## config.mk

```make
export PLATFORM = sky130hd
export DESIGN_NAME = tlv_tag_extractor_top
export DESIGN_NICKNAME = d
export VERILOG_FILES = /design/src/hw/rtl/tte_pkg.sv /design/src/hw/rtl/tte_front.sv /design/src/hw/rtl/tte_queue.sv /design/src/hw/rtl/tte_back.sv /design/src/hw/rtl/tlv_tag_extractor_top.sv
export SDC_FILE = /design/constraint.sdc
export NUM_CORES = 1
export LEC_CHECK = 0
export ABC_AREA = 1
export BUFFER_PORTS_ARGS = -buffer_cell sky130_fd_sc_hd__buf_4
export CAP_MARGIN = 20
export CORE_MARGIN = 1.5
export CORE_UTILIZATION = 40
export DETAILED_ROUTE_END_ITERATION = 6
export PLACE_DENSITY = 0.56
export SLEW_MARGIN = 20
export SYNTH_ARGS = -nofsm -noshare
export SYNTH_HDL_FRONTEND = slang
export SYNTH_HIERARCHICAL = 1
export SYNTH_SLANG_ARGS = --single-unit
```

## constraint.sdc

```tcl
create_clock -name clock -period 6.3 [get_ports clock]
set_input_delay 1.26 -clock clock [delete_from_list [all_inputs] [get_ports clock]]
set_output_delay 1.26 -clock clock [all_outputs]
set_load 0.02 [all_outputs]
```

## src/hw/rtl/tte_pkg.sv

```systemverilog
// Shared types and constants for the TLV tag extractor.
// No dependencies; imported by every module of the block.
`timescale 1ns / 1ps
`default_nettype none

package tte_pkg;

   // width of the saturating payload byte counter
   localparam int TotalWidth = 16;

   // queue between the parser and the result sequencer
   localparam int QueueDepth = 4;
   localparam int QueuePtrWidth = $clog2(QueueDepth);

   // result kinds
   localparam logic KindPayload = 1'b0;
   localparam logic KindSummary = 1'b1;

   // one queue entry: the results caused by one input word
   typedef struct packed {
      logic        has_payload;
      logic [7:0]  payload_byte;
      logic        has_summary;
      logic [63:0] uint_value;
      logic        uint_ok;
      logic [7:0]  first_length;
      logic        found;
      logic [15:0] payload_total;
   } tte_entry_type;

   // parser to queue write side
   typedef struct packed {
      logic          push;
      tte_entry_type entry;
   } tte_push_type;

endpackage

`default_nettype wire

```

## src/hw/rtl/tte_front.sv

```systemverilog
// Parser front end: accepts buffer words, tracks TLV parse state and
// builds queue entries. Depends on tte_pkg.
`timescale 1ns / 1ps
`default_nettype none

module tte_front
   import tte_pkg::*;
(
   input  wire logic         clock,
   input  wire logic         reset,
   input  wire logic         csr_wr_en,
   input  wire logic [7:0]   csr_wr_data,
   input  wire logic         req_valid,
   output logic              req_ready,
   input  wire logic [7:0]   req_byte_in,
   input  wire logic         req_last_byte,
   input  wire logic         queue_full,
   output tte_push_type      push_out
);

   typedef enum logic [1:0] {
      PH_TAG = 2'd0,
      PH_LEN = 2'd1,
      PH_VAL = 2'd2
   } phase_type;

   localparam logic [TotalWidth-1:0] TotalLimit = {TotalWidth{1'b1}};

   logic [7:0]            wanted_tag_ff;
   phase_type             phase_ff, phase_in;
   logic                  entry_matches_ff, entry_matches_in;
   logic [7:0]            bytes_left_ff, bytes_left_in;
   logic                  in_first_ff, in_first_in;
   logic                  first_seen_ff, first_seen_in;
   logic [7:0]            first_len_ff, first_len_in;
   logic [63:0]           value_accum_ff, value_accum_in;
   logic [TotalWidth-1:0] total_count_ff, total_count_in;
   logic [1:0]            buffer_count_ff, buffer_count_in;

   logic                  accept;
   logic [7:0]            byte_idx;
   logic                  short_buf;
   logic                  complete;
   logic                  len_ok;
   logic                  uint_ok;
   tte_entry_type         entry;

   assign req_ready = !queue_full;
   assign accept    = req_valid && req_ready;
   assign short_buf = (buffer_count_ff == 2'd0);
   assign byte_idx  = first_len_ff - bytes_left_ff;

   // parse state update for one word
   always_comb begin
      phase_in         = phase_ff;
      entry_matches_in = entry_matches_ff;
      bytes_left_in    = bytes_left_ff;
      in_first_in      = in_first_ff;
      first_seen_in    = first_seen_ff;
      first_len_in     = first_len_ff;
      value_accum_in   = value_accum_ff;
      total_count_in   = total_count_ff;
      buffer_count_in  = (buffer_count_ff < 2'd2) ? buffer_count_ff + 2'd1 : buffer_count_ff;
      entry            = '0;
      case (phase_ff)
         PH_LEN: begin
            bytes_left_in = req_byte_in;
            if (in_first_ff) begin
               first_len_in   = req_byte_in;
               value_accum_in = '0;
               if (req_byte_in == 8'd0) begin
                  in_first_in = 1'b0;
               end
            end
            phase_in = (req_byte_in != 8'd0) ? PH_VAL : PH_TAG;
         end
         PH_VAL: begin
            if (entry_matches_ff) begin
               entry.has_payload  = 1'b1;
               entry.payload_byte = req_byte_in;
               if (total_count_ff < TotalLimit) begin
                  total_count_in = total_count_ff + 1'b1;
               end
            end
            if (in_first_ff && (byte_idx < 8'd8)) begin
               value_accum_in = value_accum_ff
                  | (64'(req_byte_in) << {byte_idx[2:0], 3'b000});
            end
            bytes_left_in = bytes_left_ff - 8'd1;
            if (bytes_left_in == 8'd0) begin
               phase_in    = PH_TAG;
               in_first_in = 1'b0;
            end
         end
         default: begin
            // tag word, also taken for the unused phase code
            entry_matches_in = (req_byte_in == wanted_tag_ff);
            if (entry_matches_in && !first_seen_ff) begin
               first_seen_in  = 1'b1;
               in_first_in    = 1'b1;
               first_len_in   = '0;
               value_accum_in = '0;
            end
            phase_in = PH_LEN;
         end
      endcase

      // end-of-buffer summary from the updated state
      complete = first_seen_in && !in_first_in;
      len_ok   = (first_len_in == 8'd1) || (first_len_in == 8'd2)
              || (first_len_in == 8'd4) || (first_len_in == 8'd8);
      uint_ok  = complete && len_ok;
      if (req_last_byte) begin
         entry.has_summary = 1'b1;
         if (!short_buf) begin
            entry.uint_value    = uint_ok ? value_accum_in : 64'd0;
            entry.uint_ok       = uint_ok;
            entry.first_length  = first_seen_in ? first_len_in : 8'd0;
            entry.found         = first_seen_in;
            entry.payload_total = 16'(total_count_in);
         end
      end
   end

   assign push_out.push  = accept && (entry.has_payload || entry.has_summary);
   assign push_out.entry = entry;

   // state registers; per-buffer state clears after the final word
   always_ff @(posedge clock) begin
      if (reset) begin
         wanted_tag_ff    <= '0;
         phase_ff         <= PH_TAG;
         entry_matches_ff <= 1'b0;
         bytes_left_ff    <= '0;
         in_first_ff      <= 1'b0;
         first_seen_ff    <= 1'b0;
         first_len_ff     <= '0;
         value_accum_ff   <= '0;
         total_count_ff   <= '0;
         buffer_count_ff  <= '0;
      end else begin
         if (csr_wr_en) begin
            wanted_tag_ff <= csr_wr_data;
         end
         if (accept) begin
            if (req_last_byte) begin
               phase_ff         <= PH_TAG;
               entry_matches_ff <= 1'b0;
               bytes_left_ff    <= '0;
               in_first_ff      <= 1'b0;
               first_seen_ff    <= 1'b0;
               first_len_ff     <= '0;
               value_accum_ff   <= '0;
               total_count_ff   <= '0;
               buffer_count_ff  <= '0;
            end else begin
               phase_ff         <= phase_in;
               entry_matches_ff <= entry_matches_in;
               bytes_left_ff    <= bytes_left_in;
               in_first_ff      <= in_first_in;
               first_seen_ff    <= first_seen_in;
               first_len_ff     <= first_len_in;
               value_accum_ff   <= value_accum_in;
               total_count_ff   <= total_count_in;
               buffer_count_ff  <= buffer_count_in;
            end
         end
      end
   end

endmodule

`default_nettype wire

```

## src/hw/rtl/tte_queue.sv

```systemverilog
// Short queue of result entries between parser and sequencer.
// Depends on tte_pkg.
`timescale 1ns / 1ps
`default_nettype none

module tte_queue
   import tte_pkg::*;
(
   input  wire logic          clock,
   input  wire logic          reset,
   input  wire tte_push_type  push_in,
   output logic               full,
   input  wire logic          pop,
   output logic               empty,
   output tte_entry_type      head
);

   localparam logic [QueuePtrWidth:0] DepthCount = (QueuePtrWidth + 1)'(QueueDepth);

   tte_entry_type            mem [QueueDepth];
   logic [QueuePtrWidth-1:0] wr_ptr_ff, rd_ptr_ff;
   logic [QueuePtrWidth:0]   count_ff, count_in;
   logic                     do_push, do_pop;

   assign full    = (count_ff == DepthCount);
   assign empty   = (count_ff == '0);
   assign do_push = push_in.push && !full;
   assign do_pop  = pop && !empty;
   assign head    = mem[rd_ptr_ff];

   // occupancy
   always_comb begin
      count_in = count_ff;
      if (do_push && !do_pop) begin
         count_in = count_ff + 1'b1;
      end else if (do_pop && !do_push) begin
         count_in = count_ff - 1'b1;
      end
   end

   // storage
   always_ff @(posedge clock) begin
      if (do_push) begin
         mem[wr_ptr_ff] <= push_in.entry;
      end
   end

   // pointers
   always_ff @(posedge clock) begin
      if (reset) begin
         wr_ptr_ff <= '0;
         rd_ptr_ff <= '0;
         count_ff  <= '0;
      end else begin
         if (do_push) begin
            wr_ptr_ff <= wr_ptr_ff + 1'b1;
         end
         if (do_pop) begin
            rd_ptr_ff <= rd_ptr_ff + 1'b1;
         end
         count_ff <= count_in;
      end
   end

endmodule

`default_nettype wire

```

## src/hw/rtl/tte_back.sv

```systemverilog
// Result sequencer: takes queue entries and emits payload and summary
// words through a registered output stage. Depends on tte_pkg.
`timescale 1ns / 1ps
`default_nettype none

module tte_back
   import tte_pkg::*;
(
   input  wire logic           clock,
   input  wire logic           reset,
   input  wire logic           empty,
   input  wire tte_entry_type  head,
   output logic                pop,
   output logic                rsp_valid,
   input  wire logic           rsp_ready,
   output logic                rsp_result_kind,
   output logic [7:0]          rsp_payload_byte,
   output logic [63:0]         rsp_uint_value,
   output logic                rsp_uint_ok,
   output logic [7:0]          rsp_first_length,
   output logic                rsp_found,
   output logic [15:0]         rsp_payload_total,
   output logic                rsp_last
);

   typedef struct packed {
      logic        result_kind;
      logic [7:0]  payload_byte;
      logic [63:0] uint_value;
      logic        uint_ok;
      logic [7:0]  first_length;
      logic        found;
      logic [15:0] payload_total;
      logic        last;
   } rsp_type;

   logic          valid_ff, valid_in;
   logic          pend_ff, pend_in;
   tte_entry_type hold_ff, hold_in;
   rsp_type       rsp_ff, rsp_in;
   logic          load;

   function automatic rsp_type summary_word(tte_entry_type e);
      rsp_type r;
      r               = '0;
      r.result_kind   = KindSummary;
      r.uint_value    = e.uint_value;
      r.uint_ok       = e.uint_ok;
      r.first_length  = e.first_length;
      r.found         = e.found;
      r.payload_total = e.payload_total;
      r.last          = 1'b1;
      return r;
   endfunction

   assign load = !valid_ff || rsp_ready;

   // pick the next word: a held summary first, then the queue head
   always_comb begin
      pop      = 1'b0;
      valid_in = valid_ff;
      pend_in  = pend_ff;
      hold_in  = hold_ff;
      rsp_in   = rsp_ff;
      if (load) begin
         if (pend_ff) begin
            valid_in = 1'b1;
            pend_in  = 1'b0;
            rsp_in   = summary_word(hold_ff);
         end else if (!empty) begin
            pop      = 1'b1;
            valid_in = 1'b1;
            if (head.has_payload) begin
               rsp_in              = '0;
               rsp_in.result_kind  = KindPayload;
               rsp_in.payload_byte = head.payload_byte;
               rsp_in.last         = !head.has_summary;
               pend_in             = head.has_summary;
               hold_in             = head;
            end else begin
               rsp_in = summary_word(head);
            end
         end else begin
            valid_in = 1'b0;
         end
      end
   end

   // control registers
   always_ff @(posedge clock) begin
      if (reset) begin
         valid_ff <= 1'b0;
         pend_ff  <= 1'b0;
      end else begin
         valid_ff <= valid_in;
         pend_ff  <= pend_in;
      end
   end

   // payload registers
   always_ff @(posedge clock) begin
      hold_ff <= hold_in;
      rsp_ff  <= rsp_in;
   end

   assign rsp_valid         = valid_ff;
   assign rsp_result_kind   = rsp_ff.result_kind;
   assign rsp_payload_byte  = rsp_ff.payload_byte;
   assign rsp_uint_value    = rsp_ff.uint_value;
   assign rsp_uint_ok       = rsp_ff.uint_ok;
   assign rsp_first_length  = rsp_ff.first_length;
   assign rsp_found         = rsp_ff.found;
   assign rsp_payload_total = rsp_ff.payload_total;
   assign rsp_last          = rsp_ff.last;

endmodule

`default_nettype wire

```

## src/hw/rtl/tlv_tag_extractor_top.sv

```systemverilog
// TLV tag extractor: scans a TLV8 buffer one byte per word and returns the
// value bytes of entries carrying the configured tag, plus a per-buffer
// summary on the final byte.
//
// Channels: req_* carries one buffer byte per word (req_last_byte marks the
// final byte); rsp_* carries results, either a payload byte (kind 0) or the
// end-of-buffer summary (kind 1); rsp_last marks the final word that one
// input byte caused. csr_wr_en / csr_wr_data write wanted_tag; the user must
// write it only while idle, which the block does not enforce. A result
// passes the queue, then the registered output stage; a summary that
// follows a payload word of the same byte is held and sent as the next word.
// Throughput: one byte per cycle while the queue is not full; a final byte
// with a payload byte takes two output words, absorbed by the four-entry queue.
// Reset (synchronous, active high) clears the parse state, the queue, the
// output stage and wanted_tag. When the receiver stalls, the output word
// holds, the queue fills, and req_ready drops once it is full.
// Depends on tte_pkg, tte_front, tte_queue, tte_back.
`timescale 1ns / 1ps
`default_nettype none

module tlv_tag_extractor_top
   import tte_pkg::*;
(
   input  wire logic         clock,
   input  wire logic         reset,
   input  wire logic         csr_wr_en,
   input  wire logic [7:0]   csr_wr_data,
   input  wire logic         req_valid,
   output logic              req_ready,
   input  wire logic [7:0]   req_byte_in,
   input  wire logic         req_last_byte,
   output logic              rsp_valid,
   input  wire logic         rsp_ready,
   output logic              rsp_result_kind,
   output logic [7:0]        rsp_payload_byte,
   output logic [63:0]       rsp_uint_value,
   output logic              rsp_uint_ok,
   output logic [7:0]        rsp_first_length,
   output logic              rsp_found,
   output logic [15:0]       rsp_payload_total,
   output logic              rsp_last
);

   tte_push_type  push;
   tte_entry_type head;
   logic          queue_full;
   logic          queue_empty;
   logic          pop;

   // parser
   tte_front u_front (
      .clock         (clock),
      .reset         (reset),
      .csr_wr_en     (csr_wr_en),
      .csr_wr_data   (csr_wr_data),
      .req_valid     (req_valid),
      .req_ready     (req_ready),
      .req_byte_in   (req_byte_in),
      .req_last_byte (req_last_byte),
      .queue_full    (queue_full),
      .push_out      (push)
   );

   // decoupling queue
   tte_queue u_queue (
      .clock   (clock),
      .reset   (reset),
      .push_in (push),
      .full    (queue_full),
      .pop     (pop),
      .empty   (queue_empty),
      .head    (head)
   );

   // result sequencer
   tte_back u_back (
      .clock             (clock),
      .reset             (reset),
      .empty             (queue_empty),
      .head              (head),
      .pop               (pop),
      .rsp_valid         (rsp_valid),
      .rsp_ready         (rsp_ready),
      .rsp_result_kind   (rsp_result_kind),
      .rsp_payload_byte  (rsp_payload_byte),
      .rsp_uint_value    (rsp_uint_value),
      .rsp_uint_ok       (rsp_uint_ok),
      .rsp_first_length  (rsp_first_length),
      .rsp_found         (rsp_found),
      .rsp_payload_total (rsp_payload_total),
      .rsp_last          (rsp_last)
   );

endmodule

`default_nettype wire
```

=== Word level (Yosys, flattened, before mapping) ===
Memories as Yosys holds them, arrays and structs flattened. A register that Yosys moved wholly into a read port is not among the register bits.
Cells that the tools add are included.

* Register bits: 310
* Bits in writable memories: 400
* Output and inout bits: 102
* Memories kept: 1

{| class="wikitable"
|+ Memory list
! name !! words !! bits a word !! read ports !! clocked after Yosys merged registers in !! write ports !! line !! RTL
|-
| u_queue.mem || 4 || 100 || 1 || 1 || 1 || tte_queue.sv:20 || <nowiki>tte_entry_type mem [QueueDepth];</nowiki>
|}

* Add/sub/neg operators: 8
* Magnitude comparators: 3
* Eq/ne operators: 11
* Shift-type cells: 1
* Mux-type cells: 54
* Bitwise operators: 3
* Reductions and logical operators: 38

{| class="wikitable"
|+ Operators by type and width
! kind !! number
|-
| 2-to-1 mux 64 bit || 5
|-
| 2-to-1 mux 100 bit || 2
|-
| 2-to-1 mux 91 bit || 2
|-
| case mux 64 bit (2 select lines) || 1
|-
| 2-to-1 mux 90 bit || 1
|-
| 2-to-1 mux 16 bit || 4
|-
| bitwise OR 64 bit || 1
|-
| left shift 8 x 6 -> 64 bit || 1
|-
| 2-to-1 mux 8 bit || 5
|-
| case mux 8 bit (2 select lines) || 2
|-
| 2-to-1 mux 1 bit || 19
|-
| 2-to-1 mux 9 bit || 2
|-
| adder 16 x 1 -> 16 bit (second input constant) || 1
|-
| zero test 8 bit || 2
|-
| < comparator 16 bit (second input constant) || 1
|-
| 2-to-1 mux 2 bit || 7
|-
| logical AND 1 bit || 10
|-
| AND reduction 2 bit || 5
|-
| equality test 8 x 1 -> 1 bit (second input constant) || 1
|-
| equality test 8 x 2 -> 1 bit (second input constant) || 1
|-
| equality test 8 x 3 -> 1 bit (second input constant) || 1
|-
| equality test 8 x 4 -> 1 bit (second input constant) || 1
|-
| equality test 8 bit || 1
|-
| zero test 1 bit || 8
|-
| 25 further kinds || 34
|}

=== Longest topological paths before layout ===
* Word-level depth: 19
* Mapped depth: 19

=== Hierarchy ===
Netlist, hierarchy kept.

{| class="wikitable"
|+ By module, submodules not included
! module !! instances !! cells an instance !! area an instance (µm²) !! sequential area each (µm²)
|-
| tte_queue || 1 || 1,037 || 15,449.8 || 12,191.7
|-
| tte_front || 1 || 1,669 || 9,287.7 || 2,222.1
|-
| tte_back || 1 || 526 || 7,230.7 || 5,745.5
|}

=== Least setup slack after synthesis ===
Ideal clock, no wire load.

* Path type: input to register
* Start: in req_valid
* End: mem u_queue/mem[0][0] (netlist name) (enable)
* Setup time: 0.560 ns
* Arrival: 6.276 ns
* Required time: 5.740 ns
* Setup slack: -0.536 ns
* Cell stages on the path: 6
* Path buffers: 2
* Path through: nand2_1 clkbuf_1 clkbuf_1 a21oi_1 nand2_1 nor2_1

{| class="wikitable"
|+ RTL lines
! element !! line !! RTL
|-
| start, declared || tlv_tag_extractor_top.sv:28 || <nowiki>input wire logic req_valid,</nowiki>
|-
| end, declared || tte_queue.sv:20 ||
|}

==> results.yml <==
worst_setup_path:
  critPathArrivalTime_ns: 4.16
  cp_common_cell: "nand2_1"
  cp_slowest_cell: "buf_4"
  end_kind: "register"
  critPathLaunchType: "register"
  worstPathMaxFanout: 74
  path_cells: "ha_2 -> buf_4 -> inv_1 -> nand3_1 -> nand2_1 -> a22oi_1 -> nand2_1 -> nand2_1 -> nand2_1 -> nand4_1 -> buf_4 -> nor2_1"
  criticalPathCategory: "register to register"
  critPathMaxStageDelay_ns: 0.63
  required_ns: 6.61
logic_synthesis:
  yosys_most_used_dff: "edfxtp_1"
  yosysWarnings: 6
  synth_edf_count: 590
  syn_nets: 3274
  synthesis.area_um2: 32000
  yosysSeqAreaShare_pct: 63.1
  synthCells: 3232
  synthDistinctLibCells: 44
  ys_ff_latch: 712
  async_reset_ff_share_pct: 0
  synth_area_per_cell_um2: 9.89
pwr:
  ir_worst_vdd_mv: 0.318
  leakagePower_nw: 12.9
  pwr_density_cell_nw_per_um2: 422
drt:
  drt-total-wl_um: 76800
  antenna_left: 0
  drtIter0Drc: 1683
  num_vias: 22300
  drcViolationCount: 0
  first_pass_iters: 5
  wire_per_inst_um: 17.6
  routed_via_density: 5.10
global_routing:
  antenna_found_initial: 0
  first_global_vias: 21000
  grt_usage_pct: 18.5
  grt_max_degree: 102
  overflow: 0
  grt_pass1_wl_um: 120000
clocking:
  cts_setup_buffers: 0
  clkTransAtPathRegs_ns: 0.06
  clock_latency_ns: 0.63
  root_buffer: "clkbuf_16"
  cts_tree: "done"
  numCtsBuffers: 77
  cts_resized: 0
  clk_path_buf_depth: 3
  hold_buffers: 0
  htree_levels: 3
  clock-sinks: 712
job:
  drv_cap: 0
placed_design:
  place_area_um2: 33200
  io_buffer_count: 123
  place_congestion: 0.853
  dp_hpwl_um: 45700
layout:
  fin_area_um2: 35700
  area_delta_synth_final_pct: 11.5
  drive_above_1_share_pct: 9.27
  nets: 3301
floorplan:
  die_y_um: 286
  die_w_um: 286
  coreArea_um2: 79000
  rows: 103
  io_pins: 124
  die_area_um2: 81600
  start_util_pct: 40.5
timing:
  timing.fmax_mhz: 260
  finalSetupViolations: 0
  finalCriticalPeriod_ns: 3.85
  skew_ns: 0.0257
  drv_slew: 0
  timing.final.crit_share_pct: 61.1
  hold_slack_ns: 0.462
  finalHoldViolCount: 0
  slew_headroom_pct: 25.9
  tightestPinTransition_ns: 1.11
  rsz0062_at_grt: "no"
min_path:
  hold_class: "register to register"
outcome:
  outcome: "finished, final reports clean"
## synthesized netlist by cell type, types with 9 or more instances
cell	n	area, µm²
clkbuf_1	83	312
nor2_1	427	1600
edfxtp_1	590	17700
buf_4	16	120
buf_2	32	160
o21ai_1	96	480
o21ai_0	253	1270
a21oi_1	122	611
buf_6	47	529
nand4_1	9	56.3
inv_1	237	890
dfxtp_1	122	2440
ha_1	18	225
nand2_1	676	2540
xor2_1	22	193
o22ai_1	100	626
clkbuf_8	14	193
nor2_2	15	93.8
nand3_1	301	1510
## report_power, final
group | internal, mW | switching, mW | total (mW) | leakage [nW]
logic | 1.16 | 2.95 | 4.12 | 5.35
registers | 6.29 | 0.233 | 6.53 | 6.33
clock network | 2.54 | 1.86 | 4.39 | 1.18
## metal layers
layer	share of wire, %	track usage (%)	routed length, µm
met1	48	26.7	36800
met2	46	29.3	35100
met3	4.6	2.64	3510
met4	1.9	4.99	1430
met5	0	0	0
## through the flow
stage                     setup slack (ns)  std cells  total power, mW  util, %  setup TNS, ns
after floorplan                     -0.536       3232             9.59        -        -214.48
after global placement                2.56       4230             10.8     42.0              0
after detailed placement              2.47       4230             10.8     42.0              0
after CTS                             2.44       4373             15.2     45.1              0
after global routing                  2.07       4373             15.8     45.1              0
final                                 2.45       4374             15.0     45.1              0
## cells in the final DEF, fill, tap and decap left out, drive strengths merged, types with 20 or more instances in the layout
| cell type | instances |
|---|---|
| nand2 | 677 |
| edfxtp | 590 |
| nor2 | 443 |
| o21ai | 353 |
| nand3 | 302 |
| inv | 247 |
| buf | 154 |
| a21oi | 123 |
| dfxtp | 122 |
| clkbuf | 108 |
| o22ai | 102 |
| xor2 | 22 |
| clkinv | 20 |
## path summary, 6_finish.rpt
| kind | to | startpoint | slack (ns) | depth (start not counted) |
|---|---|---|---|---|
| setup / recovery | u_queue/mem[2][40]$_DFFE_PP_ | u_front/phase_ff[1]$_SDFFE_PP0P_ | 2.45 | 12 |
| hold / removal | u_front/value_accum_ff[34]$_SDFFE_PP0P_ | u_front/value_accum_ff[34]$_SDFFE_PP0P_ | 0.46 | 2 |
| setup reg to reg | u_queue/mem[2][40]$_DFFE_PP_ | u_front/phase_ff[1]$_SDFFE_PP0P_ | 2.45 | 12 |
| hold reg to reg | u_front/value_accum_ff[34]$_SDFFE_PP0P_ | u_front/value_accum_ff[34]$_SDFFE_PP0P_ | 0.46 | 2 |
## layout make-up
| type | count | area, µm² |
|---|---|---|
| flip-flops and latches | 712 | 20200 |
| diodes | 1 | 2.50 |
| fillers | 7454 | 43300 |
| clock buffers | 108 | 2110 |
| inverters | 243 | 920 |
| repair buffers | 154 | 1240 |
| multi-input cells | 2071 | 9540 |
| well taps | 1050 | 1310 |
| clock inverters | 35 | 350 |
## sequential cells by signal (all words and copies together) (netlist names), 3 cells and up, named ones only
signal                    count
u_back/hold_ff               90
u_front/bytes_left_ff         8
u_back/rsp_first_length       8
u_back/rsp_payload_byte       8
u_queue/count_ff              3
u_front/wanted_tag_ff         8
u_front/value_accum_ff       64
u_front/first_len_ff          8
u_front/total_count_ff       16
u_queue/mem                 400
u_back/rsp_payload_total     16
u_back/rsp_uint_value        64
## logic make-up after synthesis
kind of cell               Yosys count  synth area share [%]
AOI/OAI and AO/OA                  584                  9.69
xor gates and xnor gates            24                 0.658
adders and majority gates           20                 0.830
buffers and inverters              449                  7.30
DFF                                712                  63.1
and+or+nand+nor                   1443                  18.5
## critical path, delay by kind of cell, from the launching register on
kind | cells | cell delay [ns]
AO/OA/AOI/OAI | 1 | 0.27
adder cells (fa/ha/maj) | 1 | 0.19
buffers and inverters | 3 | 1.56
flip-flops | 1 | 0.36
AND/OR/NAND/NOR | 7 | 1.06
No activity file was read; power rests on OpenSTA's default activity.
